==> src/sv/b64e_pkg.sv <==
package b64e_pkg;

   // Pad character '='
   localparam logic [7:0] PAD_CHAR = 8'h3D;

   // Bytes pending in the current group
   localparam logic [1:0] PHASE_EMPTY = 2'd0;
   localparam logic [1:0] PHASE_ONE   = 2'd1;
   localparam logic [1:0] PHASE_TWO   = 2'd2;

   // Pad counts of a finished group
   localparam logic [1:0] PADS_NONE = 2'd0;
   localparam logic [1:0] PADS_ONE  = 2'd1;
   localparam logic [1:0] PADS_TWO  = 2'd2;

   // Character slots within a group
   localparam logic [1:0] SLOT_FIRST  = 2'd0;
   localparam logic [1:0] SLOT_SECOND = 2'd1;
   localparam logic [1:0] SLOT_THIRD  = 2'd2;
   localparam logic [1:0] SLOT_LAST   = 2'd3;

   // Finished group handed from front to back
   typedef struct packed {
      logic [23:0] bits;
      logic [1:0]  pads;
      logic        last;
   } group_type;

   // Map a 6-bit index to its character of the standard alphabet
   function automatic logic [7:0] sym_char(input logic [5:0] idx);
      logic [7:0] wide;
      wide = {2'b00, idx};
      if (idx < 6'd26) begin
         return 8'h41 + wide;
      end else if (idx < 6'd52) begin
         return 8'h61 + wide - 8'd26;
      end else if (idx < 6'd62) begin
         return 8'h30 + wide - 8'd52;
      end else if (idx == 6'd62) begin
         return 8'h2B;
      end else begin
         return 8'h2F;
      end
   endfunction

endpackage

==> src/sv/b64e_front.sv <==
module b64e_front
   import b64e_pkg::*;
(
   input  logic       clock,
   input  logic       reset,
   input  logic       req_valid,
   output logic       req_ready,
   input  logic [7:0] req_data_byte,
   input  logic       req_final_byte,
   input  logic       q_full,
   output logic       q_push,
   output group_type  q_data
);

   logic [15:0] held_ff, held_in;
   logic [1:0]  phase_ff, phase_in;
   logic        accept;
   logic        emit;

   assign req_ready = !q_full;
   assign accept    = req_valid && req_ready;

   // Classify the request: store it, or close a group
   always_comb begin
      held_in  = held_ff;
      phase_in = phase_ff;
      emit     = 1'b0;
      q_data   = '{bits: {req_data_byte, 16'h0000}, pads: PADS_TWO, last: 1'b1};
      if (phase_ff == PHASE_ONE) begin
         if (!req_final_byte) begin
            held_in  = {held_ff[15:8], req_data_byte};
            phase_in = PHASE_TWO;
         end else begin
            emit   = 1'b1;
            q_data = '{bits: {held_ff[15:8], req_data_byte, 8'h00},
                       pads: PADS_ONE, last: 1'b1};
         end
      end else if (phase_ff == PHASE_TWO) begin
         emit   = 1'b1;
         q_data = '{bits: {held_ff, req_data_byte}, pads: PADS_NONE,
                    last: req_final_byte};
      end else begin
         // Empty phase and the unreachable fourth code both start a group
         if (!req_final_byte) begin
            held_in  = {req_data_byte, 8'h00};
            phase_in = PHASE_ONE;
         end else begin
            emit = 1'b1;
         end
      end
      if (emit) begin
         held_in  = 16'h0000;
         phase_in = PHASE_EMPTY;
      end
   end

   assign q_push = accept && emit;

   // Advance the gathering state on each accepted request
   always_ff @(posedge clock) begin
      if (reset) begin
         held_ff  <= 16'h0000;
         phase_ff <= PHASE_EMPTY;
      end else if (accept) begin
         held_ff  <= held_in;
         phase_ff <= phase_in;
      end
   end

endmodule

==> src/sv/b64e_queue.sv <==
module b64e_queue
   import b64e_pkg::*;
(
   input  logic      clock,
   input  logic      reset,
   input  logic      push,
   input  group_type push_data,
   output logic      full,
   input  logic      pop,
   output logic      not_empty,
   output group_type pop_data
);

   group_type  slots [2];
   logic       wr_ptr_ff, wr_ptr_in;
   logic       rd_ptr_ff, rd_ptr_in;
   logic [1:0] count_ff, count_in;

   assign full      = (count_ff == 2'd2);
   assign not_empty = (count_ff != 2'd0);
   assign pop_data  = slots[rd_ptr_ff];

   // Next pointers and fill count
   always_comb begin
      wr_ptr_in = push ? !wr_ptr_ff : wr_ptr_ff;
      rd_ptr_in = pop ? !rd_ptr_ff : rd_ptr_ff;
      count_in  = count_ff;
      if (push && !pop) begin
         count_in = count_ff + 2'd1;
      end else if (pop && !push) begin
         count_in = count_ff - 2'd1;
      end
   end

   always_ff @(posedge clock) begin
      if (reset) begin
         wr_ptr_ff <= 1'b0;
         rd_ptr_ff <= 1'b0;
         count_ff  <= 2'd0;
      end else begin
         wr_ptr_ff <= wr_ptr_in;
         rd_ptr_ff <= rd_ptr_in;
         count_ff  <= count_in;
      end
   end

   // Write the entry storage
   always_ff @(posedge clock) begin
      if (push) begin
         slots[wr_ptr_ff] <= push_data;
      end
   end

   assert property (@(posedge clock) disable iff (reset) count_ff != 2'd3)
      else $error("queue count out of range");
   assert property (@(posedge clock) disable iff (reset) push |-> !full)
      else $error("push into full queue");
   assert property (@(posedge clock) disable iff (reset) pop |-> not_empty)
      else $error("pop from empty queue");
   assert property (@(posedge clock) disable iff (reset)
      (push && !pop) |=> count_ff == $past(count_ff) + 2'd1)
      else $error("queue count lost a push");

endmodule

==> src/sv/b64e_back.sv <==
module b64e_back
   import b64e_pkg::*;
(
   input  logic       clock,
   input  logic       reset,
   input  logic       q_not_empty,
   input  group_type  q_data,
   output logic       q_pop,
   output logic       rsp_valid,
   input  logic       rsp_ready,
   output logic [7:0] rsp_out_char,
   output logic       rsp_msg_end
);

   group_type  cur_ff, cur_in;
   logic       cur_valid_ff, cur_valid_in;
   logic [1:0] slot_ff, slot_in;
   logic       rsp_valid_ff, rsp_valid_in;
   logic [7:0] char_ff, char_in;
   logic       end_ff, end_in;
   logic       out_free;
   logic       emit;
   logic       done;
   logic [5:0] idx;
   logic       pad;

   assign out_free = !rsp_valid_ff || rsp_ready;
   assign emit     = cur_valid_ff && out_free;
   assign done     = emit && (slot_ff == SLOT_LAST);
   assign q_pop    = q_not_empty && (!cur_valid_ff || done);

   // Pick the 6-bit group of the current slot, most significant first
   always_comb begin
      unique case (slot_ff)
         SLOT_FIRST:  idx = cur_ff.bits[23:18];
         SLOT_SECOND: idx = cur_ff.bits[17:12];
         SLOT_THIRD:  idx = cur_ff.bits[11:6];
         SLOT_LAST:   idx = cur_ff.bits[5:0];
      endcase
   end

   // Trailing slots become pad characters
   assign pad = ((cur_ff.pads == PADS_TWO) && (slot_ff >= SLOT_THIRD)) ||
                ((cur_ff.pads == PADS_ONE) && (slot_ff == SLOT_LAST));

   // Next values of the group holder and output register
   always_comb begin
      cur_in       = q_pop ? q_data : cur_ff;
      cur_valid_in = q_pop ? 1'b1 : (done ? 1'b0 : cur_valid_ff);
      slot_in      = q_pop ? SLOT_FIRST : (emit ? slot_ff + 2'd1 : slot_ff);
      rsp_valid_in = emit ? 1'b1 : (rsp_ready ? 1'b0 : rsp_valid_ff);
      char_in      = emit ? (pad ? PAD_CHAR : sym_char(idx)) : char_ff;
      end_in       = emit ? (cur_ff.last && (slot_ff == SLOT_LAST)) : end_ff;
   end

   // Hold control state under reset
   always_ff @(posedge clock) begin
      if (reset) begin
         cur_valid_ff <= 1'b0;
         slot_ff      <= SLOT_FIRST;
         rsp_valid_ff <= 1'b0;
      end else begin
         cur_valid_ff <= cur_valid_in;
         slot_ff      <= slot_in;
         rsp_valid_ff <= rsp_valid_in;
      end
   end

   // Payload registers
   always_ff @(posedge clock) begin
      cur_ff  <= cur_in;
      char_ff <= char_in;
      end_ff  <= end_in;
   end

   assign rsp_valid    = rsp_valid_ff;
   assign rsp_out_char = char_ff;
   assign rsp_msg_end  = end_ff;

   assert property (@(posedge clock) disable iff (reset)
      (rsp_valid && !rsp_ready) |=> (rsp_valid && $stable(rsp_out_char)))
      else $error("stalled response changed");
   assert property (@(posedge clock) disable iff (reset)
      (emit && slot_ff != SLOT_LAST) |=> !rsp_msg_end)
      else $error("message end before last slot");
   assert property (@(posedge clock) disable iff (reset)
      (cur_valid_ff && !done) |-> !q_pop)
      else $error("group replaced before it finished");

endmodule

==> src/sv/base64_stream_encoder.sv <==
// Streaming Base64 encoder, standard alphabet with '=' padding.
//
// Request channel: one message byte per request on req_data_byte, with
// req_final_byte high on the last byte of a message. Response channel: one
// ASCII character per response on rsp_out_char, rsp_msg_end high on the
// last character of each message. Both use valid/ready.
//
// The front gathers bytes; each third byte, or a final byte, closes a group
// that goes into a two-entry queue. The back turns each group into four
// characters, one per cycle while the receiver is ready, through a
// registered output stage. rsp_valid for the first character of a group
// rises once the group has passed the queue entry, the group holder and the
// output register. Throughput is one character per cycle while rsp_ready
// holds, set by the single output register, so full groups sustain three
// requests for every four characters.
//
// Reset clears the pending bytes, the queue and the output register.
// When the receiver stalls, the output holds its character, the back stops,
// the queue fills, and req_ready drops once both queue entries are taken.
module base64_stream_encoder
   import b64e_pkg::*;
(
   input  logic       clock,
   input  logic       reset,
   input  logic       req_valid,
   output logic       req_ready,
   input  logic [7:0] req_data_byte,
   input  logic       req_final_byte,
   output logic       rsp_valid,
   input  logic       rsp_ready,
   output logic [7:0] rsp_out_char,
   output logic       rsp_msg_end
);

   group_type push_data;
   group_type pop_data;
   logic      push;
   logic      full;
   logic      pop;
   logic      not_empty;

   b64e_front u_front (
      .clock          (clock),
      .reset          (reset),
      .req_valid      (req_valid),
      .req_ready      (req_ready),
      .req_data_byte  (req_data_byte),
      .req_final_byte (req_final_byte),
      .q_full         (full),
      .q_push         (push),
      .q_data         (push_data)
   );

   b64e_queue u_queue (
      .clock     (clock),
      .reset     (reset),
      .push      (push),
      .push_data (push_data),
      .full      (full),
      .pop       (pop),
      .not_empty (not_empty),
      .pop_data  (pop_data)
   );

   b64e_back u_back (
      .clock        (clock),
      .reset        (reset),
      .q_not_empty  (not_empty),
      .q_data       (pop_data),
      .q_pop        (pop),
      .rsp_valid    (rsp_valid),
      .rsp_ready    (rsp_ready),
      .rsp_out_char (rsp_out_char),
      .rsp_msg_end  (rsp_msg_end)
   );

endmodule

==> config.mk <==
export PLATFORM = sky130hd
export DESIGN_NAME = base64_stream_encoder
export DESIGN_NICKNAME = d
export VERILOG_FILES = /design/src/sv/b64e_pkg.sv /design/src/sv/b64e_front.sv /design/src/sv/b64e_queue.sv /design/src/sv/b64e_back.sv /design/src/sv/base64_stream_encoder.sv
export SDC_FILE = /design/constraint.sdc
export NUM_CORES = 1
export LEC_CHECK = 0
export BUFFER_PORTS_ARGS = -buffer_cell sky130_fd_sc_hd__buf_2
export CAP_MARGIN = 20
export CORE_MARGIN = 1
export CORE_UTILIZATION = 57
export CTS_BUF_LIST = sky130_fd_sc_hd__clkbuf_8
export CTS_CLUSTER_DIAMETER = 120
export DETAILED_ROUTE_END_ITERATION = 10
export PLACE_DENSITY = 0.82
export SLEW_MARGIN = 5
export SYNTH_ARGS = -nofsm -noshare
export SYNTH_HDL_FRONTEND = slang
export SYNTH_SLANG_ARGS = --single-unit
==> constraint.sdc <==
create_clock -name clock -period 3.5 [get_ports clock]
set_input_delay 0.175 -clock clock [delete_from_list [all_inputs] [get_ports clock]]
set_output_delay 0.175 -clock clock [all_outputs]
set_load 0.005 [all_outputs]
==> results of run 1 <==
[through the flow]
step                cells  cell area, µm²
finish                507            5580
global route          507            5580
CTS                   507            5580
detailed placement    475            5200
global placement      475            5200
floorplan             355            4970
[area by class of cell]
type                    instances  area (µm²)  area share
flip-flops and latches        116        3220       0.578
multi-input cells             205        1600       0.288
clock buffers                  17         234      0.0420
repair buffers                 30         168      0.0301
clock inverters                15         145      0.0260
well taps                     105         131      0.0236
inverters                      19        71.3      0.0128
[state kept, by name, summed over array words and instances (netlist names)]
name                 cells
u_back.cur_ff           27
u_back.cur_valid_ff      1
u_back.rsp_msg_end       1
u_back.rsp_out_char      8
u_back.rsp_valid         1
u_back.slot_ff           2
u_front.held_ff         16
u_front.phase_ff         2
u_queue.count_ff         2
u_queue.rd_ptr_ff        1
u_queue.slots           54
u_queue.wr_ptr_ff        1
[cell families (layout without fill, tap and decap cells)]
logic type,count (synthesis),count (layout),share of synthesized area
muxes,41,41,0.0934
AOI/OAI and AO/OA,78,78,0.121
adders and majority gates,8,8,0.0201
and+or+nand+nor,71,71,0.0738
buffers and inverters,34,81,0.0302
DFF,116,116,0.649
xor gates and xnor gates,7,7,0.0123
[worst register-to-register path, delay by kind of cell, from the launching register on]
kind / cells / cell delay, ns
buffers and inverters: 4 / 0.65
adder cells (fa/ha/maj): 2 / 0.50
AO/OA/AOI/OAI: 2 / 0.50
flip-flops: 1 / 0.37
multiplexers: 2 / 0.75
AND/OR/NAND/NOR: 1 / 0.10
[layer usage]
metal,GRT usage,vias to the layer above,routed length [µm]
li1,-,1438,-
met1,0.251,1445,3880
met2,0.357,99,4280
met3,0.0622,13,440
met4,0.0922,0,110
met5,0,-,0
[synth_stat cells (all sizes together), types with 5 or more instances]
| cell type | instances |
|---|---|
| dfxtp | 26 |
| mux2 | 40 |
| clkbuf | 10 |
| a22oi | 16 |
| ha | 8 |
| buf | 5 |
| a21oi | 14 |
| edfxtp | 90 |
| a22o | 8 |
| o31ai | 5 |
| xnor2 | 5 |
| and2 | 10 |
| nor3 | 7 |
| a222oi | 6 |
| inv | 19 |
| nor2 | 30 |
| nand2 | 8 |
[power by group through the flow]
stage	combinational [mW]	clock, mW	sequential, mW
final	1.41	1.16	1.98
after global routing	1.57	1.24	2.00
after CTS	1.41	1.18	1.98
after detailed placement	1.40	0	2.01
after global placement	1.40	0	2.00
after floorplan	1.11	0	1.97
[worst paths after layout]
check,endpoint,slack (ns),cells past startpoint
worst max-delay path,u_back.rsp_out_char[1],0.50,11
worst min register to register,u_front.phase_ff[1],0.51,2
worst max register to register,u_back.rsp_out_char[1],0.50,11
worst min-delay path,u_front.held_ff[7],0.07,3
==> PnR_summary.wiki, run 1 <==
{| class="wikitable"
! Metric !! Value
|-
| Overall power || 4.55 mW
|-
| Result of the run || completed
|-
| Most common cell after layout, fill and taps aside || edfxtp_1
|-
| Cell type with the largest total area after synthesis || edfxtp_1
|-
| Final ANT Viol Nets || 0
|-
| Transition at the pin with the smallest max-transition slack || 1.01 ns
|-
| Req. time, crit path || 3.77 ns
|-
| Number of unique standard cell types used by synthesis || 54
|-
| Share of flip-flops with an asynchronous set or reset || 0
|-
| Largest vdd supply drop || 0.547 mV
|-
| Total inserted antenna cells || 0
|-
| Worst EP arrival || 3.27 ns
|-
| Tcrit/Tclk final || 0.859
|-
| Top_reg_cell synth || edfxtp_1
|-
| Switching power share of the total || 0.332
|-
| RSZ-0062 raised after global routing || no
|-
| Origin of the worst setup path || u_back.slot_ff[0]
|-
| Time the final worst path needs with I/O delays and setup || 3.00 ns
|-
| Slew margin rel. || 0.323
|-
| Critical path start-end classification || flop to flop
|-
| Clk sinks || 116
|-
| Number of setup violations in the final report || 0
|-
| Synthesized instance count || 355
|-
| Quantity of I/O buffers inserted on ports || 23
|-
| Master of the slowest instance on the critical path || mux2_2
|-
| Portion of the post-synthesis area used by sequential elements || 0.649
|-
| Largest net degree at the start of global routing || 32
|-
| Setup TNS || 0 ns
|-
| Part of the total power dissipated in the clock network || 0.254
|-
| Clock tree from TritonCTS || done
|-
| Final Hold Vio Count || 0
|-
| Worst setup timing slack at the placement stage || 0.506 ns
|-
| Cell Pwr Density || 816 mW/mm²
|-
| Min-delay worst type || primary input to flop
|-
| Wire per inst || 17.2 µm
|-
| Most common cell type on the critical path || inv_1
|-
| Top cells by area in the synthesized netlist || edfxtp_1 (54%), dfxtp_1 (10%), mux2_2 (8.8%), a22oi_1 (2.4%), nor2_1 (2.3%)
|-
| Family with the most delay on the worst path || multiplexers
|-
| Count of routing violations after the opening detailed-route iteration || 253
|-
| Number of pins exceeding their max-slew limit in the final report || 0
|-
| Post-CTS setup-driven buffer insertion count || 0
|-
| Area share of the leading cell type in the synthesized netlist || 0.544
|-
| Area growth, synth to finish || 12.2%
|-
| Vias after detailed routing || 2,995
|-
| Total standard cell area after synthesis || 0.00497 mm²
|-
| Max Cap Viol || 0
|-
| Leakage Power || 2.00 nW
|-
| Cell internal power dissipation || 3.04 mW
|-
| Cell Chain, Critical Path || inv_1 -> ha_1 -> inv_1 -> mux2_2 -> inv_1 -> ha_1 -> inv_1 -> a211o_2 -> nand2_4 -> mux2_4 -> a211oi_2
|-
| Filler cell count in the final layout || 600
|-
| Maximum number of buffers from clock root to sink || 2
|-
| Top fanout value on the critical path || 13
|-
| Post-layout util || 0.669
|-
| Die Wd || 95.4 µm
|-
| Power share of the sequential group || 0.435
|-
| Routability congestion estimate || 0.844
|-
| Delay of the slowest critical-path stage || 0.44 ns
|-
| Post-cts sizing count || 0
|-
| Switch Pwr || 1.51 mW
|-
| Number of buffers added by the clock tree synthesis step || 17
|-
| Die Span Y || 95.4 µm
|-
| Total I/O pin count || 24
|-
| Final-stage net count || 410
|-
| Core Rows || 33
|-
| Sum of buffers and inverters on the critical path || 4
|-
| GRT Overall Usage || 0.212
|-
| Worst min-delay path startpoint || req_data_byte[7]
|-
| Vias in the first global route || 2,842
|-
| Level count of the clock H-tree || 4
|-
| Number of DRC violations after detailed routing || 0
|-
| Fmax || 333 MHz
|-
| Reg2reg start || u_back.slot_ff[0]
|-
| CTS Hold Bufs || 0
|-
| Initial antenna violation count || 0
|-
| Clock tree root buffer cell || clkbuf_8
|-
| Estimated wirelength of the detail-placed design || 5840 µm
|-
| Synthesis-stage register bit count || 116
|-
| Number of synthesis warnings || 0
|-
| Clock skew after layout || 0.00888 ns
|-
| Wire length of the first global-routing pass || 13,800 µm
|-
| Post-synth EDFFs || 90
|-
| Combinational power share || 0.311
|-
| Most used cells in the layout excluding fill and tap cells || edfxtp_1 (90), mux2_2 (39), nor2_1 (28), dfxtp_1 (26), buf_2 (23)
|-
| Final hold slack || 0.0705 ns
|-
| Number of optimization iterations in the first detailed-route pass || 6
|-
| Gr ovfl total || 0
|-
| Area of the die || 0.00909 mm²
|-
| Final worst slack || 0.495 ns
|-
| Initial core utilization || 0.596
|-
| Synthesized net count || 376
|-
| Core Footprint || 0.00834 mm²
|-
| Worst Setup End Kind || flop
|-
| Clk slew on worst S/H paths || 0.08 ns
|-
| Mean number of vias per cell || 5.91
|-
| Total detailed-routing wirelength || 8710 µm
|-
| Launching element type of the critical path || flop
|-
| Clock network latency to the later pin of the worst-skew pair || 0.42 ns
|-
| Share of cells above drive strength 1 || 0.291
|-
| Syn_area_per_cell || 14.0 µm²
|}
(Power assumes the default switching activity.)
==> run 2, diff against run 1 <==
Settings changed: MAX_ROUTING_LAYER set to met4.
==> run 2 against run 1 <==
  * Non-clock buffer count is the same
  * Global-route usage increased by 1.2 points
  * Design area decreased by 0.40%
  * Clock power shrank 5%
  * Die area stayed put
  * First-iteration DRC count fell by 31%
  * Count of clock-buffer cells in the layout increased by 1
==> PnR_summary.wiki, run 2 (same netlist as run 1, synthesis figures left out) <==
{| class="wikitable"
! Metric !! Value
|-
| Clock network latency to the later pin of the worst-skew pair || 0.42 ns
|-
| Combinational power share || 0.318
|-
| Family with the most delay on the worst path || multiplexers
|-
| Register bank with the most flops || u_queue.slots
|-
| Largest net degree at the start of global routing || 32
|-
| Number of flip-flops in the largest register || 54
|-
| Cell count along the critical path || 11
|-
| Max Cap Viol || 0
|-
| Power share of the sequential group || 0.438
|-
| GRT Overall Usage || 0.224
|-
| Overall power || 4.52 mW
|-
| Wire length of the first global-routing pass || 14,200 µm
|-
| Switching power share of the total || 0.328
|-
| Delay of the slowest critical-path stage || 0.44 ns
|-
| Die Wd || 95.4 µm
|-
| Total I/O pin count || 24
|-
| Depth of the worst register-to-register path || 11
|-
| Maximum number of buffers from clock root to sink || 2
|-
| Master of the slowest instance on the critical path || mux2_2
|-
| Fmax || 328 MHz
|-
| Transition at the pin with the smallest max-transition slack || 0.999 ns
|-
| Cell Pwr Density || 813 mW/mm²
|-
| Clock tree root buffer cell || clkbuf_8
|-
| Slew margin rel. || 0.329
|-
| Vias after detailed routing || 3,003
|-
| Part of the total power dissipated in the clock network || 0.243
|-
| Cell Chain, Critical Path || inv_1 -> ha_1 -> inv_1 -> mux2_2 -> inv_1 -> ha_1 -> inv_1 -> a211o_2 -> nand2_4 -> mux2_4 -> a211oi_2
|-
| Gr ovfl total || 0
|-
| Final Hold Vio Count || 0
|-
| Final-stage net count || 410
|-
| Setup TNS || 0 ns
|-
| RSZ-0062 raised after global routing || no
|-
| Clk sinks || 116
|-
| Estimated wirelength of the detail-placed design || 6140 µm
|-
| Wire per inst || 17.7 µm
|-
| Die Span Y || 95.4 µm
|-
| Clock tree from TritonCTS || done
|-
| CTS Hold Bufs || 0
|-
| Result of the run || completed
|-
| Time the final worst path needs with I/O delays and setup || 3.05 ns
|-
| Leakage Power || 2.00 nW
|-
| Quantity of I/O buffers inserted on ports || 23
|-
| Min-delay worst type || primary input to flop
|-
| Mean number of vias per cell || 5.92
|-
| Clock skew after layout || 0.00923 ns
|-
| Total inserted antenna cells || 0
|-
| Sum of buffers and inverters on the critical path || 4
|-
| Core Footprint || 0.00834 mm²
|-
| Level count of the clock H-tree || 4
|-
| Post-cts sizing count || 0
|-
| Number of pins exceeding their max-slew limit in the final report || 0
|-
| Initial antenna violation count || 0
|-
| Number of optimization iterations in the first detailed-route pass || 5
|-
| Most common cell type on the critical path || inv_1
|-
| Switch Pwr || 1.48 mW
|-
| Post-layout util || 0.666
|-
| Area growth, synth to finish || 11.8%
|-
| Instance count along the most critical hold path || 3
|-
| Req. time, crit path || 3.76 ns
|-
| Worst Setup End Kind || flop
|-
| Initial core utilization || 0.596
|-
| Number of setup violations in the final report || 0
|-
| Core Rows || 33
|-
| Registers with the highest flip-flop counts || u_queue.slots (54), u_back.cur_ff (27), u_front.held_ff (16)
|-
| Most used cells in the layout excluding fill and tap cells || edfxtp_1 (90), mux2_2 (39), nor2_1 (28), dfxtp_1 (26), buf_2 (23)
|-
| Cell internal power dissipation || 3.03 mW
|-
| Vias in the first global route || 2,917
|-
| Count of routing violations after the opening detailed-route iteration || 175
|-
| Clk slew on worst S/H paths || 0.07 ns
|-
| Area of the die || 0.00909 mm²
|-
| Total detailed-routing wirelength || 8960 µm
|-
| Critical path start-end classification || flop to flop
|-
| Number of buffers added by the clock tree synthesis step || 17
|-
| Final ANT Viol Nets || 0
|-
| Largest vdd supply drop || 0.360 mV
|-
| Share of cells above drive strength 1 || 0.289
|-
| Launching element type of the critical path || flop
|-
| Routability congestion estimate || 0.877
|-
| Post-CTS setup-driven buffer insertion count || 0
|-
| Tcrit/Tclk final || 0.871
|-
| Top fanout value on the critical path || 13
|-
| Worst EP arrival || 3.31 ns
|-
| Number of DRC violations after detailed routing || 0
|-
| Most common cell after layout, fill and taps aside || edfxtp_1
|}
[run 2: cell types whose count changed in the layout (fill, tap and decap cells not counted)]
cell	change
clkinv_4	-4
inv_6	-4
inv_4	+3
clkinvlp_4	+1
clkbuf_8	+1
inv_1	+1
inv_8	-1
clkinv_2	+3
[run 2: per-layer routing]
metal | track usage | share of wire | up-vias
met3 | 0.0662 | 0.038 | 17
met1 | 0.264 | 0.44 | 1465
met4 | 0.0997 | 0.023 | 0
met5 | - | 0 | -
met2 | 0.355 | 0.50 | 89
li1 | - | - | 1432
[run 2: worst paths after layout]
kind	startpoint	endpoint	slack (ns)
min	req_data_byte[7]	u_front.held_ff[7]	0.07
max reg2reg	u_back.slot_ff[0]	u_back.rsp_out_char[1]	0.45
max	u_back.slot_ff[0]	u_back.rsp_out_char[1]	0.45
min reg2reg	u_front.held_ff[11]	u_front.held_ff[11]	0.50
[run 2: worst register-to-register path, cell delays in order (launching register included)]
cell and delay (ns):
dfxtp_1 0.37, inv_1 0.10, ha_1 0.30, inv_1 0.33, mux2_2 0.44, inv_1 0.18
ha_1 0.20, inv_1 0.06, a211o_2 0.30, nand2_4 0.11, mux2_4 0.31, a211oi_2 0.21
[run 2: metrics by stage]
stage	worst slack (ns)	hold WS [ns]	cells	cell area, µm²
global route	0.254	0.0702	507	5550
global placement	0.571	0.475	475	5200
CTS	0.455	0.0507	507	5550
detailed placement	0.464	0.486	475	5200
finish	0.451	0.0661	507	5550
floorplan	0.231	0.323	355	4970
[run 2: power groups by stage]
stage / sequential [mW] / clock [mW] / combinational [mW]
final: 1.98 / 1.10 / 1.44
after global routing: 2.00 / 1.18 / 1.58
after CTS: 1.98 / 1.12 / 1.43
after detailed placement: 2.01 / 0 / 1.42
after global placement: 2.00 / 0 / 1.41
after floorplan: 1.97 / 0 / 1.11
[run 2: area by class of cell]
type                       count  area (µm²)
clock buffer                  18         248
clock inverter                14         109
fill                         605        2790
inverter                      19        71.3
multi-input combinational    205        1600
sequential                   116        3220
tap                          105         131
timing repair buffer          30         168
